## config.mk

```make
export PLATFORM = sky130hd
export DESIGN_NAME = rx_fifo_packet_splitter
export DESIGN_NICKNAME = d
export VERILOG_FILES = /design/src/rfps_pkg.sv /design/src/rfps_parser.sv /design/src/rx_fifo_packet_splitter.sv
export VERILOG_INCLUDE_DIRS = /design/src /design/src/src
export SDC_FILE = /design/constraint.sdc
export NUM_CORES = 1
export LEC_CHECK = 0
export ABC_AREA = 0
export BUFFER_PORTS_ARGS = -buffer_cell sky130_fd_sc_hd__buf_2
export CAP_MARGIN = 20
export CELL_PAD_IN_SITES_DETAIL_PLACEMENT = 0
export CELL_PAD_IN_SITES_GLOBAL_PLACEMENT = 1
export CORE_MARGIN = 10
export CORE_UTILIZATION = 48
export CTS_BUF_LIST = sky130_fd_sc_hd__clkbuf_8
export CTS_CLUSTER_SIZE = 28
export DETAILED_ROUTE_END_ITERATION = 10
export PLACE_DENSITY_LB_ADDON = 0.05
export SLEW_MARGIN = 10
export SYNTH_ARGS = -nofsm -noshare
export SYNTH_HDL_FRONTEND = slang
export SYNTH_SLANG_ARGS = --single-unit
```

## constraint.sdc

```tcl
create_clock -name clk -period 5.5 [get_ports clk]
set_input_delay 0.55 -clock clk [delete_from_list [all_inputs] [get_ports clk]]
set_output_delay 0.55 -clock clk [all_outputs]
set_load 0.02 [all_outputs]
```

## src/rx_fifo_packet_splitter_defines.svh

```systemverilog
// Assertion helpers shared by the splitter modules.
`ifndef RX_FIFO_PACKET_SPLITTER_DEFINES_SVH
`define RX_FIFO_PACKET_SPLITTER_DEFINES_SVH

// Same-cycle implication, checked out of reset.
`define RFPS_ASSERT_SAME(label, clk_sig, rstn_sig, ante, cons) \
  label: assert property (@(posedge clk_sig) disable iff (!(rstn_sig)) \
    (ante) |-> (cons)) else $error("rfps: same-cycle check failed");

// Next-cycle implication, checked out of reset.
`define RFPS_ASSERT_NEXT(label, clk_sig, rstn_sig, ante, cons) \
  label: assert property (@(posedge clk_sig) disable iff (!(rstn_sig)) \
    (ante) |=> (cons)) else $error("rfps: next-cycle check failed");

`endif

```

## src/rfps_pkg.sv

```systemverilog
`default_nettype none
package rfps_pkg;

  // Bytes that follow the payload plus the length byte itself
  localparam logic [7:0] OVERHEAD = 8'd3;

  typedef enum logic [2:0] {
    PH_IDLE    = 3'd0,
    PH_LEN     = 3'd1,
    PH_PAYLOAD = 3'd2,
    PH_RSSI    = 3'd3,
    PH_STATUS  = 3'd4,
    PH_DISCARD = 3'd5
  } rfps_phase_t;

  typedef enum logic [1:0] {
    KIND_PAYLOAD = 2'd0,
    KIND_END     = 2'd1,
    KIND_BAD_LEN = 2'd2
  } rfps_kind_t;

  typedef struct packed {
    rfps_kind_t         kind;
    logic [7:0]         payload_byte;
    logic signed [7:0]  signal_strength;
    logic [6:0]         link_quality;
    logic               crc_good;
    logic [7:0]         packet_length;
  } rfps_result_t;

  typedef struct packed {
    logic [7:0] rx_byte;
    logic       read_start;
    logic [7:0] read_length;
  } rfps_request_t;

endpackage
`default_nettype wire

```

## src/rfps_parser.sv

```systemverilog
`default_nettype none
`include "rx_fifo_packet_splitter_defines.svh"
module rfps_parser (
  input  wire logic                 clk,
  input  wire logic                 rst_n,
  input  wire logic                 acc,
  input  wire rfps_pkg::rfps_request_t req,
  output logic                      res_valid,
  output rfps_pkg::rfps_result_t    res
);
  import rfps_pkg::*;

  rfps_phase_t phase_r, phase_nxt;
  logic [7:0]  rem_r, rem_nxt;
  logic [7:0]  pay_rem_r, pay_rem_nxt;
  logic [7:0]  cur_len_r, cur_len_nxt;
  logic [7:0]  rssi_r, rssi_nxt;

  // Decode one byte against the parse state
  always_comb begin
    rfps_phase_t ph;
    logic [7:0]  r;
    ph          = req.read_start ? PH_LEN : phase_r;
    r           = req.read_start ? req.read_length : rem_r;
    phase_nxt   = ph;
    rem_nxt     = r;
    pay_rem_nxt = pay_rem_r;
    cur_len_nxt = cur_len_r;
    rssi_nxt    = rssi_r;
    res_valid   = 1'b0;
    res         = '0;
    res.kind    = KIND_PAYLOAD;

    if (ph == PH_IDLE || r == 8'd0) begin
      phase_nxt = PH_IDLE;
    end else begin
      unique case (ph)
        PH_LEN: begin
          if (r < OVERHEAD) begin
            phase_nxt = PH_DISCARD;
          end else if (req.rx_byte > r - OVERHEAD) begin
            res_valid         = acc;
            res.kind          = KIND_BAD_LEN;
            res.packet_length = req.rx_byte;
            phase_nxt         = PH_DISCARD;
          end else if (req.rx_byte == 8'd0) begin
            cur_len_nxt = 8'd0;
            phase_nxt   = PH_RSSI;
          end else begin
            cur_len_nxt = req.rx_byte;
            pay_rem_nxt = req.rx_byte;
            phase_nxt   = PH_PAYLOAD;
          end
        end
        PH_PAYLOAD: begin
          res_valid         = acc;
          res.kind          = KIND_PAYLOAD;
          res.payload_byte  = req.rx_byte;
          res.packet_length = cur_len_r;
          pay_rem_nxt       = pay_rem_r - {7'd0, (pay_rem_r != 8'd0)};
          if (pay_rem_r <= 8'd1) begin
            phase_nxt = PH_RSSI;
          end
        end
        PH_RSSI: begin
          rssi_nxt  = req.rx_byte;
          phase_nxt = PH_STATUS;
        end
        PH_STATUS: begin
          if (cur_len_r != 8'd0) begin
            res_valid           = acc;
            res.kind            = KIND_END;
            res.signal_strength = rssi_r;
            res.link_quality    = req.rx_byte[6:0];
            res.crc_good        = req.rx_byte[7];
            res.packet_length   = cur_len_r;
          end
          phase_nxt = PH_LEN;
        end
        PH_DISCARD: begin
          phase_nxt = PH_DISCARD;
        end
        default: begin
          phase_nxt = PH_IDLE;
        end
      endcase
      // Consume the byte; end of read drops back to idle
      rem_nxt = r - 8'd1;
      if (rem_nxt == 8'd0) begin
        phase_nxt = PH_IDLE;
      end
    end
  end

  // Advance the parse state on each accepted byte
  always_ff @(posedge clk) begin
    if (!rst_n) begin
      phase_r   <= PH_IDLE;
      rem_r     <= 8'd0;
      pay_rem_r <= 8'd0;
      cur_len_r <= 8'd0;
      rssi_r    <= 8'd0;
    end else if (acc) begin
      phase_r   <= phase_nxt;
      rem_r     <= rem_nxt;
      pay_rem_r <= pay_rem_nxt;
      cur_len_r <= cur_len_nxt;
      rssi_r    <= rssi_nxt;
    end
  end

  `RFPS_ASSERT_SAME(a_res_needs_acc, clk, rst_n, res_valid, acc)
  `RFPS_ASSERT_NEXT(a_bad_len_discards, clk, rst_n, res_valid && res.kind == KIND_BAD_LEN,
                    phase_r == PH_DISCARD || phase_r == PH_IDLE)
  `RFPS_ASSERT_SAME(a_payload_count_live, clk, rst_n, phase_r == PH_PAYLOAD,
                    pay_rem_r != 8'd0)

endmodule
`default_nettype wire

```

## src/rx_fifo_packet_splitter.sv

```systemverilog
`default_nettype none
`include "rx_fifo_packet_splitter_defines.svh"
// Receive-FIFO packet splitter. Takes one byte of a FIFO read per cycle
// while in_stall is low (in_read_start flags the first byte and carries the
// read length) and splits length-prefixed packets: each payload byte comes
// out as a payload request, the status byte of a non-empty packet as a
// packet-end request with RSSI, LQI and CRC flag (crc_good low means drop
// the packet), and a length that does not fit the rest of the read as an
// error request after which the read is discarded. Each result is registered
// in the output register, or in a one-entry skid register while out_stall
// holds it; the two absorb a stall, so in_stall rises only when both are full.
module rx_fifo_packet_splitter (
  input  wire logic              clk,
  input  wire logic              rst_n,
  input  wire logic              in_valid,
  output logic                   in_stall,
  input  wire logic [7:0]        in_rx_byte,
  input  wire logic              in_read_start,
  input  wire logic [7:0]        in_read_length,
  output logic                   out_valid,
  input  wire logic              out_stall,
  output logic [1:0]             out_result_kind,
  output logic [7:0]             out_payload_byte,
  output logic signed [7:0]      out_signal_strength,
  output logic [6:0]             out_link_quality,
  output logic                   out_crc_good,
  output logic [7:0]             out_packet_length
);
  import rfps_pkg::*;

  logic          acc;
  rfps_request_t req;
  logic          new_valid;
  rfps_result_t  new_res;
  logic          out_valid_r, skid_valid_r;
  rfps_result_t  out_r, skid_r;
  logic          drain;

  assign in_stall = skid_valid_r;
  assign acc      = in_valid && !in_stall;
  assign req      = '{rx_byte: in_rx_byte, read_start: in_read_start,
                      read_length: in_read_length};

  rfps_parser u_parser (
    .clk       (clk),
    .rst_n     (rst_n),
    .acc       (acc),
    .req       (req),
    .res_valid (new_valid),
    .res       (new_res)
  );

  assign drain = !out_valid_r || !out_stall;

  // Hold or advance the output register and skid entry
  always_ff @(posedge clk) begin
    if (!rst_n) begin
      out_valid_r  <= 1'b0;
      skid_valid_r <= 1'b0;
    end else if (drain) begin
      if (skid_valid_r) begin
        out_valid_r  <= 1'b1;
        skid_valid_r <= 1'b0;
      end else begin
        out_valid_r <= new_valid;
      end
    end else if (new_valid) begin
      skid_valid_r <= 1'b1;
    end
  end

  // Payload moves with the valid bits, no reset
  always_ff @(posedge clk) begin
    if (drain) begin
      out_r <= skid_valid_r ? skid_r : new_res;
    end else if (new_valid) begin
      skid_r <= new_res;
    end
  end

  assign out_valid           = out_valid_r;
  assign out_result_kind     = out_r.kind;
  assign out_payload_byte    = out_r.payload_byte;
  assign out_signal_strength = out_r.signal_strength;
  assign out_link_quality    = out_r.link_quality;
  assign out_crc_good        = out_r.crc_good;
  assign out_packet_length   = out_r.packet_length;

  `RFPS_ASSERT_SAME(a_skid_behind_out, clk, rst_n, skid_valid_r, out_valid_r)
  `RFPS_ASSERT_NEXT(a_skid_refills_out, clk, rst_n, skid_valid_r && !out_stall,
                    out_valid_r)
  `RFPS_ASSERT_NEXT(a_out_held, clk, rst_n, out_valid_r && out_stall,
                    out_valid_r && $stable(out_r))

endmodule
`default_nettype wire
```

==> impl_metrics.json, run 1 <==
{
  "first_iter_violations": 234,
  "synth-edff-count": 68,
  "slowest_stage": "mux2i_1",
  "finalSetupViolCount": 0,
  "drt_pass1_iterations": 4,
  "fin_setup_tns_ns": 0,
  "htreeDepth": 3,
  "clock_skew_ns": 0.00688,
  "synth_top_area_share": 0.391,
  "wl_met3_um": 541,
  "yosysWarningCount": 0,
  "p_comb_frac": 0.208,
  "seqPwrFrac": 0.525,
  "gp_congestion": 0.853,
  "synth_area_leaders": "edfxtp_1 39%, dfxtp_1 14%, mux2_2 5.4%",
  "syn_area_sq_mm": 0.00523,
  "m1WireLength_um": 5700,
  "maxSlewHeadroom": 0.299,
  "rows": 38,
  "intPower_uw": 1160,
  "track_usage": 0.157,
  "clock_latency_ns": 0.37,
  "vias": 3770,
  "cts_resized": 0,
  "synth_fp_nets": 519,
  "cp-end-kind": "flip-flop",
  "wl_per_cell_um": 17.9,
  "worst_r2r_endpoint": "skid_r[31]",
  "clockBufferDepth": 2,
  "synth_ff_type": "edfxtp_1",
  "start_kind": "primary input",
  "hold_viol_final": 0,
  "swShare": 0.311,
  "cts_buffers": 9,
  "grt_setup_unrepaired": "no",
  "io_pins": 57,
  "min_period_over_period": 0.749,
  "ys_seq_area_frac": 0.532,
  "clkSinkCount": 105,
  "vdd_drop_max_v": 0.000125,
  "tritoncts": "built",
  "cp_top_family": "simple AND/OR/NAND/NOR gates",
  "routed.top_layer": "met4",
  "cp.depth": 16,
  "via_per_inst": 5.55,
  "p_clk_frac": 0.266,
  "wl_met2_um": 5750,
  "reg2reg_setup_slack_ns": 1.39,
  "wirelength_um": 12100,
  "dieArea_sq_mm": 0.0155,
  "area.growth.synth_to_final_pct": 11.2,
  "path_buf_inv": 3,
  "ant_nets": 0,
  "initial_utilization": 0.486,
  "syn_avg_cell_area_sq_um": 10.8,
  "drive_gt1_frac": 0.197,
  "fmax_ghz": 0.243,
  "ys_ff_latch": 105,
  "grt_pass1_vias": 3806,
  "layout_min_cycle_time_ns": 4.12,
  "arrival_ns": 4.16,
  "crit_end": "skid_r[31]",
  "antenna_found_initial": 0,
  "diodes": 0,
  "fin_nets": 569,
  "maxCapViolCount": 0,
  "synth_cell_types": 55,
  "die_h_um": 124,
  "crit_fanout": 34,
  "tightest_slew_ns": 1.05,
  "ff2ff_path_depth": 15,
  "io_buffers": 56,
  "synth_area_leader_cell": "edfxtp_1",
  "fin_util": 0.541,
  "postCtsHoldBufs": 0,
  "path_clk_slew_ns": 0.10,
  "hpwl_um": 8470,
  "crit_chain": "buf_2 -> mux2i_1 -> inv_1 -> ha_1 -> a21oi_1 -> nand2_1 -> xnor2_1 -> ha_1 -> o21ai_0 -> nor2_1 -> and4bb_1 -> or2_1 -> nand2b_1 -> a211oi_1 -> and2_1 -> buf_4",
  "status": "complete, no violations",
  "multi_input_area_sq_mm": 0.00232,
  "path_class": "primary input to flip-flop",
  "powerDensity_mw_per_mm2": 291,
  "drc": 0,
  "clk_root_buffer_cell": "clkbuf_8",
  "core_sq_mm": 0.0107,
  "grt_overflow": 0,
  "cellLeakagePower_uw": 0.00229,
  "hp-class": "flip-flop to flip-flop",
  "critPathMaxStageDelay_ns": 0.42,
  "dieWidth_um": 124,
  "path_common_cell": "ha_1",
  "cp.required_ns": 5.54,
  "finalMaxSlewViolations": 0,
  "syn_inst": 484,
  "fill_cells": 1028,
  "regArea_sq_mm": 0.00278,
  "ys_async_sr_fraction": 0,
  "r2r-start": "u_parser.rem_r[0]",
  "p_sw_uw": 527,
  "crit_start": "in_read_start",
  "grt_max_degree": 41,
  "grt_pass1_wl_um": 20200,
  "cts_setup_buffers": 0
}
-- Yosys cell counts, types with 4 or more instances --
cell type  count
dfxtp_1       37
nand2b_1       8
and2_1        26
nor2_1        49
nor2b_1        4
edfxtp_1      68
inv_1          8
xnor2_1        6
o21ai_1       21
a211oi_1       4
mux2i_1       22
nor4_1         6
a21oi_1       29
or3_1          4
nand2_1       30
nor3_1        10
clkbuf_1      15
o21ai_0       11
mux2_2        25
buf_2          6
ha_1          14
o31ai_1        4
a22oi_1        8
xor2_1         9
nand3_1       13
-- through the flow --
stage | power [uW] | hold WS, ns | area (sq um) | worst slack [ns] | instances
3_3_place_gp | 1260 | 0.460 | 5630 | 1.13 | 663
6_report | 1690 | 0.483 | 5810 | 1.38 | 679
4_1_cts | 1700 | 0.483 | 5810 | 1.37 | 679
3_5_place_dp | 1260 | 0.468 | 5630 | 0.975 | 663
5_1_grt | 1790 | 0.501 | 5810 | 0.928 | 679
2_1_floorplan | 1160 | 0.444 | 5230 | 0.617 | 484
-- state kept, by name, summed over array words and instances (netlist names), 3 cells and up --
register	cells
skid_r	34
out_packet_length	8
out_payload_byte	8
out_signal_strength	8
u_parser.cur_len_r	8
u_parser.pay_rem_r	8
u_parser.rem_r	8
u_parser.rssi_r	8
out_link_quality	7
u_parser.phase_r	3
-- metal layers --
layer,up-vias,track usage
met3,11,0.0345
met4,0,0.0439
met1,1806,0.205
met5,-,0
li1,1882,-
met2,71,0.256
-- cells in the final DEF (no fill, tap or decap), drive strengths merged, types with 3 or more instances in the layout --
cell type  instances
nor4               6
dfxtp             37
o21ai             34
mux2              26
xnor2              6
nor2              50
a211oi             4
ha                14
a21oi             29
o31ai              4
nand2b             8
a22oi              8
xor2               9
clkinv             4
clkbuf             9
inv                9
edfxtp            68
o2bb2ai            3
and2              26
mux2i             22
nand3             13
or3                4
or2                3
a32oi              3
nand2             30
nor3b              3
nor2b              4
a31oi              3
buf               62
nor3              10
-- worst reg2reg max path, delay by kind of cell (launching register included) --
kind,cells,cell delay (ns)
AOI/OAI and AO/OA,3,0.70
xor gates and xnor gates,1,0.13
adders and majority gates,2,0.56
buffers and inverters,2,0.55
DFF,1,0.35
muxes,1,0.36
and+or+nand+nor,6,1.12
-- worst min-delay path by stage --
stage                            from                 to  slack (ns)  cells past startpoint
finish              u_parser.rem_r[7]  u_parser.rem_r[7]        0.48                      2
CTS                 u_parser.rem_r[7]  u_parser.rem_r[7]        0.48                      2
global route        u_parser.rem_r[7]  u_parser.rem_r[7]        0.50                      2
global placement    u_parser.rem_r[7]  u_parser.rem_r[7]        0.46                      2
detailed placement  u_parser.rem_r[7]  u_parser.rem_r[7]        0.47                      2
floorplan           u_parser.rem_r[1]  u_parser.rem_r[1]        0.44                      2
-- cell type report --
class | count | share of cell area
clock buffers | 9 | 0.0213
clock inverters | 7 | 0.00991
inverters | 8 | 0.00517
multi-input cells | 348 | 0.399
flip-flops and latches | 105 | 0.479
well taps | 140 | 0.0301
repair buffers | 62 | 0.0560
-- kinds of logic (layout without fill, tap and decap cells) --
kind of cell | count (synthesis) | in the layout | share of synthesized area
simple gates | 169 | 169 | 0.164
fa+ha+maj | 14 | 14 | 0.0335
flops | 105 | 105 | 0.532
mux | 48 | 48 | 0.0982
compound gates | 102 | 102 | 0.122
xor+xnor | 15 | 15 | 0.0251
buf+inv | 31 | 86 | 0.0244
-- power groups by stage --
stage	combinational, uW	clock [uW]	sequential [uW]
after CTS	354	460	888
after global placement	350	0	905
after global routing	400	495	893
after detailed placement	352	0	906
final	352	450	889
after floorplan	247	0	914
(Power assumes the default switching activity.)
==> run 2: changes to the inputs <==
Settings changed: CORE_UTILIZATION 48 to 44.
Clock period 5.5 ns to 3.63 ns, I/O delays scaled along.
==> run 2 against run 1 <==
  * Utilization fell by 0.85 points
  * Via count rose by 2.5%
  * Critical path type is now flip-flop to flip-flop
  * First-iteration DRC count rose by 10%
  * Global-route usage barely moved
  * Critical path depth fell by 2
==> impl_metrics.json, run 2 (synthesis results as in run 1) <==
{
  "first_iter_violations": 258,
  "grt_setup_unrepaired": "no",
  "place_inst": 689,
  "p_clk_frac": 0.304,
  "crit_chain": "or3_1 -> buf_4 -> a21oi_4 -> nand2_1 -> xnor2_1 -> ha_1 -> o21ai_1 -> nor2_1 -> and4bb_1 -> or2_1 -> nand2b_4 -> a211oi_2 -> and2_4 -> buf_12",
  "gp_congestion": 0.893,
  "postCtsHoldBufs": 0,
  "clock_skew_ns": 0.0149,
  "htreeDepth": 3,
  "dieArea_sq_mm": 0.0166,
  "grt_pass1_vias": 3865,
  "hold_viol_final": 0,
  "finalMaxSlewViolations": 0,
  "fin_util": 0.532,
  "power_uw": 2800,
  "path_class": "flip-flop to flip-flop",
  "p_sw_uw": 830,
  "io_pins": 57,
  "swShare": 0.296,
  "grt_overflow": 0,
  "min_to": "u_parser.cur_len_r[0]",
  "via_per_inst": 5.48,
  "routed.top_layer": "met4",
  "intPower_uw": 1970,
  "seqPwrFrac": 0.481,
  "clock_latency_ns": 0.39,
  "hpwl_um": 9040,
  "die_h_um": 129,
  "area.growth.synth_to_final_pct": 17.3,
  "wl_per_cell_um": 18.1,
  "arrival_ns": 3.46,
  "drc": 0,
  "m1WireLength_um": 6000,
  "wl_met2_um": 5890,
  "worst_r2r_endpoint": "skid_r[11]",
  "largest_reg_flops": 34,
  "status": "complete, no violations",
  "fin_setup_tns_ns": 0,
  "cts_setup_buffers": 0,
  "r2r-start": "u_parser.rem_r[2]",
  "cellLeakagePower_uw": 0.00245,
  "clockBufferDepth": 2,
  "drt_pass1_iterations": 4,
  "path_clk_slew_ns": 0.10,
  "hp-class": "primary input to flip-flop",
  "cp-end-kind": "flip-flop",
  "slowest_stage": "or3_1",
  "final_cells": 705,
  "crit_fanout": 26,
  "vdd_drop_max_v": 0.000170,
  "wirelength_um": 12800,
  "p_comb_frac": 0.214,
  "powerDensity_mw_per_mm2": 457,
  "fin_nets": 592,
  "clkSinkCount": 105,
  "core_sq_mm": 0.0115,
  "grt_max_degree": 41,
  "antenna_found_initial": 0,
  "track_usage": 0.157,
  "layout_min_cycle_time_ns": 3.37,
  "vias": 3863,
  "wl_met3_um": 736,
  "io_buffers": 56,
  "tightest_slew_ns": 1.00,
  "hold_depth": 3,
  "dieWidth_um": 129,
  "whs_ns": 0.320,
  "regMostFlops": "skid_r",
  "start_kind": "flip-flop",
  "rows": 39,
  "final_common_cell": "edfxtp_1",
  "drive_gt1_frac": 0.247,
  "maxSlewHeadroom": 0.331,
  "maxCapViolCount": 0,
  "tritoncts": "built",
  "final_cell_mix": "68 x edfxtp_1, 56 x buf_2, 49 x nor2_1, 37 x dfxtp_1, 30 x nand2_1",
  "reg2reg_setup_slack_ns": 0.26,
  "initial_utilization": 0.454,
  "critPathMaxStageDelay_ns": 0.41,
  "min_period_over_period": 0.928,
  "fmax_ghz": 0.297,
  "ant_nets": 0,
  "grt_pass1_wl_um": 20600,
  "cts_resized": 0,
  "diodes": 0,
  "clk_root_buffer_cell": "clkbuf_8",
  "ff2ff_path_depth": 14,
  "min-delay-start": "in_rx_byte[0]",
  "cp.required_ns": 3.72,
  "finalSetupViolCount": 0,
  "cts_buffers": 9
}
## run 2: final cells by class
cell class	instances	area (sq um)
Tap cell	143	179
Clock buffer	10	138
Multi-Input combinational cell	348	2380
Inverter	8	30.0
Clock inverter	6	97.6
Sequential cell	105	2780
Fill cell	1029	5390
Timing Repair Buffer	85	523
## run 2: worst max path at each step
stage               cells past startpoint               from                   end  slack, ns
floorplan                              17      in_read_start             skid_r[0]      0.005
global placement                       15      in_read_start            skid_r[23]       0.09
detailed placement                     15      in_read_start            skid_r[17]     -0.003
CTS                                    14  u_parser.rem_r[2]            skid_r[11]       0.27
global route                           14  u_parser.rem_r[2]  out_packet_length[4]       0.01
finish                                 14  u_parser.rem_r[2]            skid_r[11]       0.26
## run 2: power by group through the flow
stage | combinational, uW | sequential, uW | clock, uW
final | 601 | 1350 | 852
after global placement | 595 | 1380 | 0
after floorplan | 394 | 1390 | 0
after CTS | 603 | 1350 | 877
after global routing | 673 | 1360 | 914
after detailed placement | 600 | 1380 | 0
## run 2: per-stage QoR
stage | instance area, sq um | setup WS, ns
final | 6130 | 0.261
after global routing | 6130 | 0.0148
after CTS | 6130 | 0.271
after detailed placement | 5890 | -0.00262
after global placement | 5890 | 0.0884
after floorplan | 5310 | 0.00484
## run 2: worst max-delay path, delay by kind of cell, from the launching register on
family | cells | cell delay [ns]
simple gates | 7 | 1.41
compound gates | 3 | 0.51
flops | 1 | 0.37
buf+inv | 2 | 0.34
fa+ha+maj | 1 | 0.29
xor+xnor | 1 | 0.13
## run 2: routing by layer
metal,track usage,up-vias
met5,0,-
met4,0.0548,0
met3,0.0341,10
met2,0.251,88
met1,0.207,1834
li1,-,1931
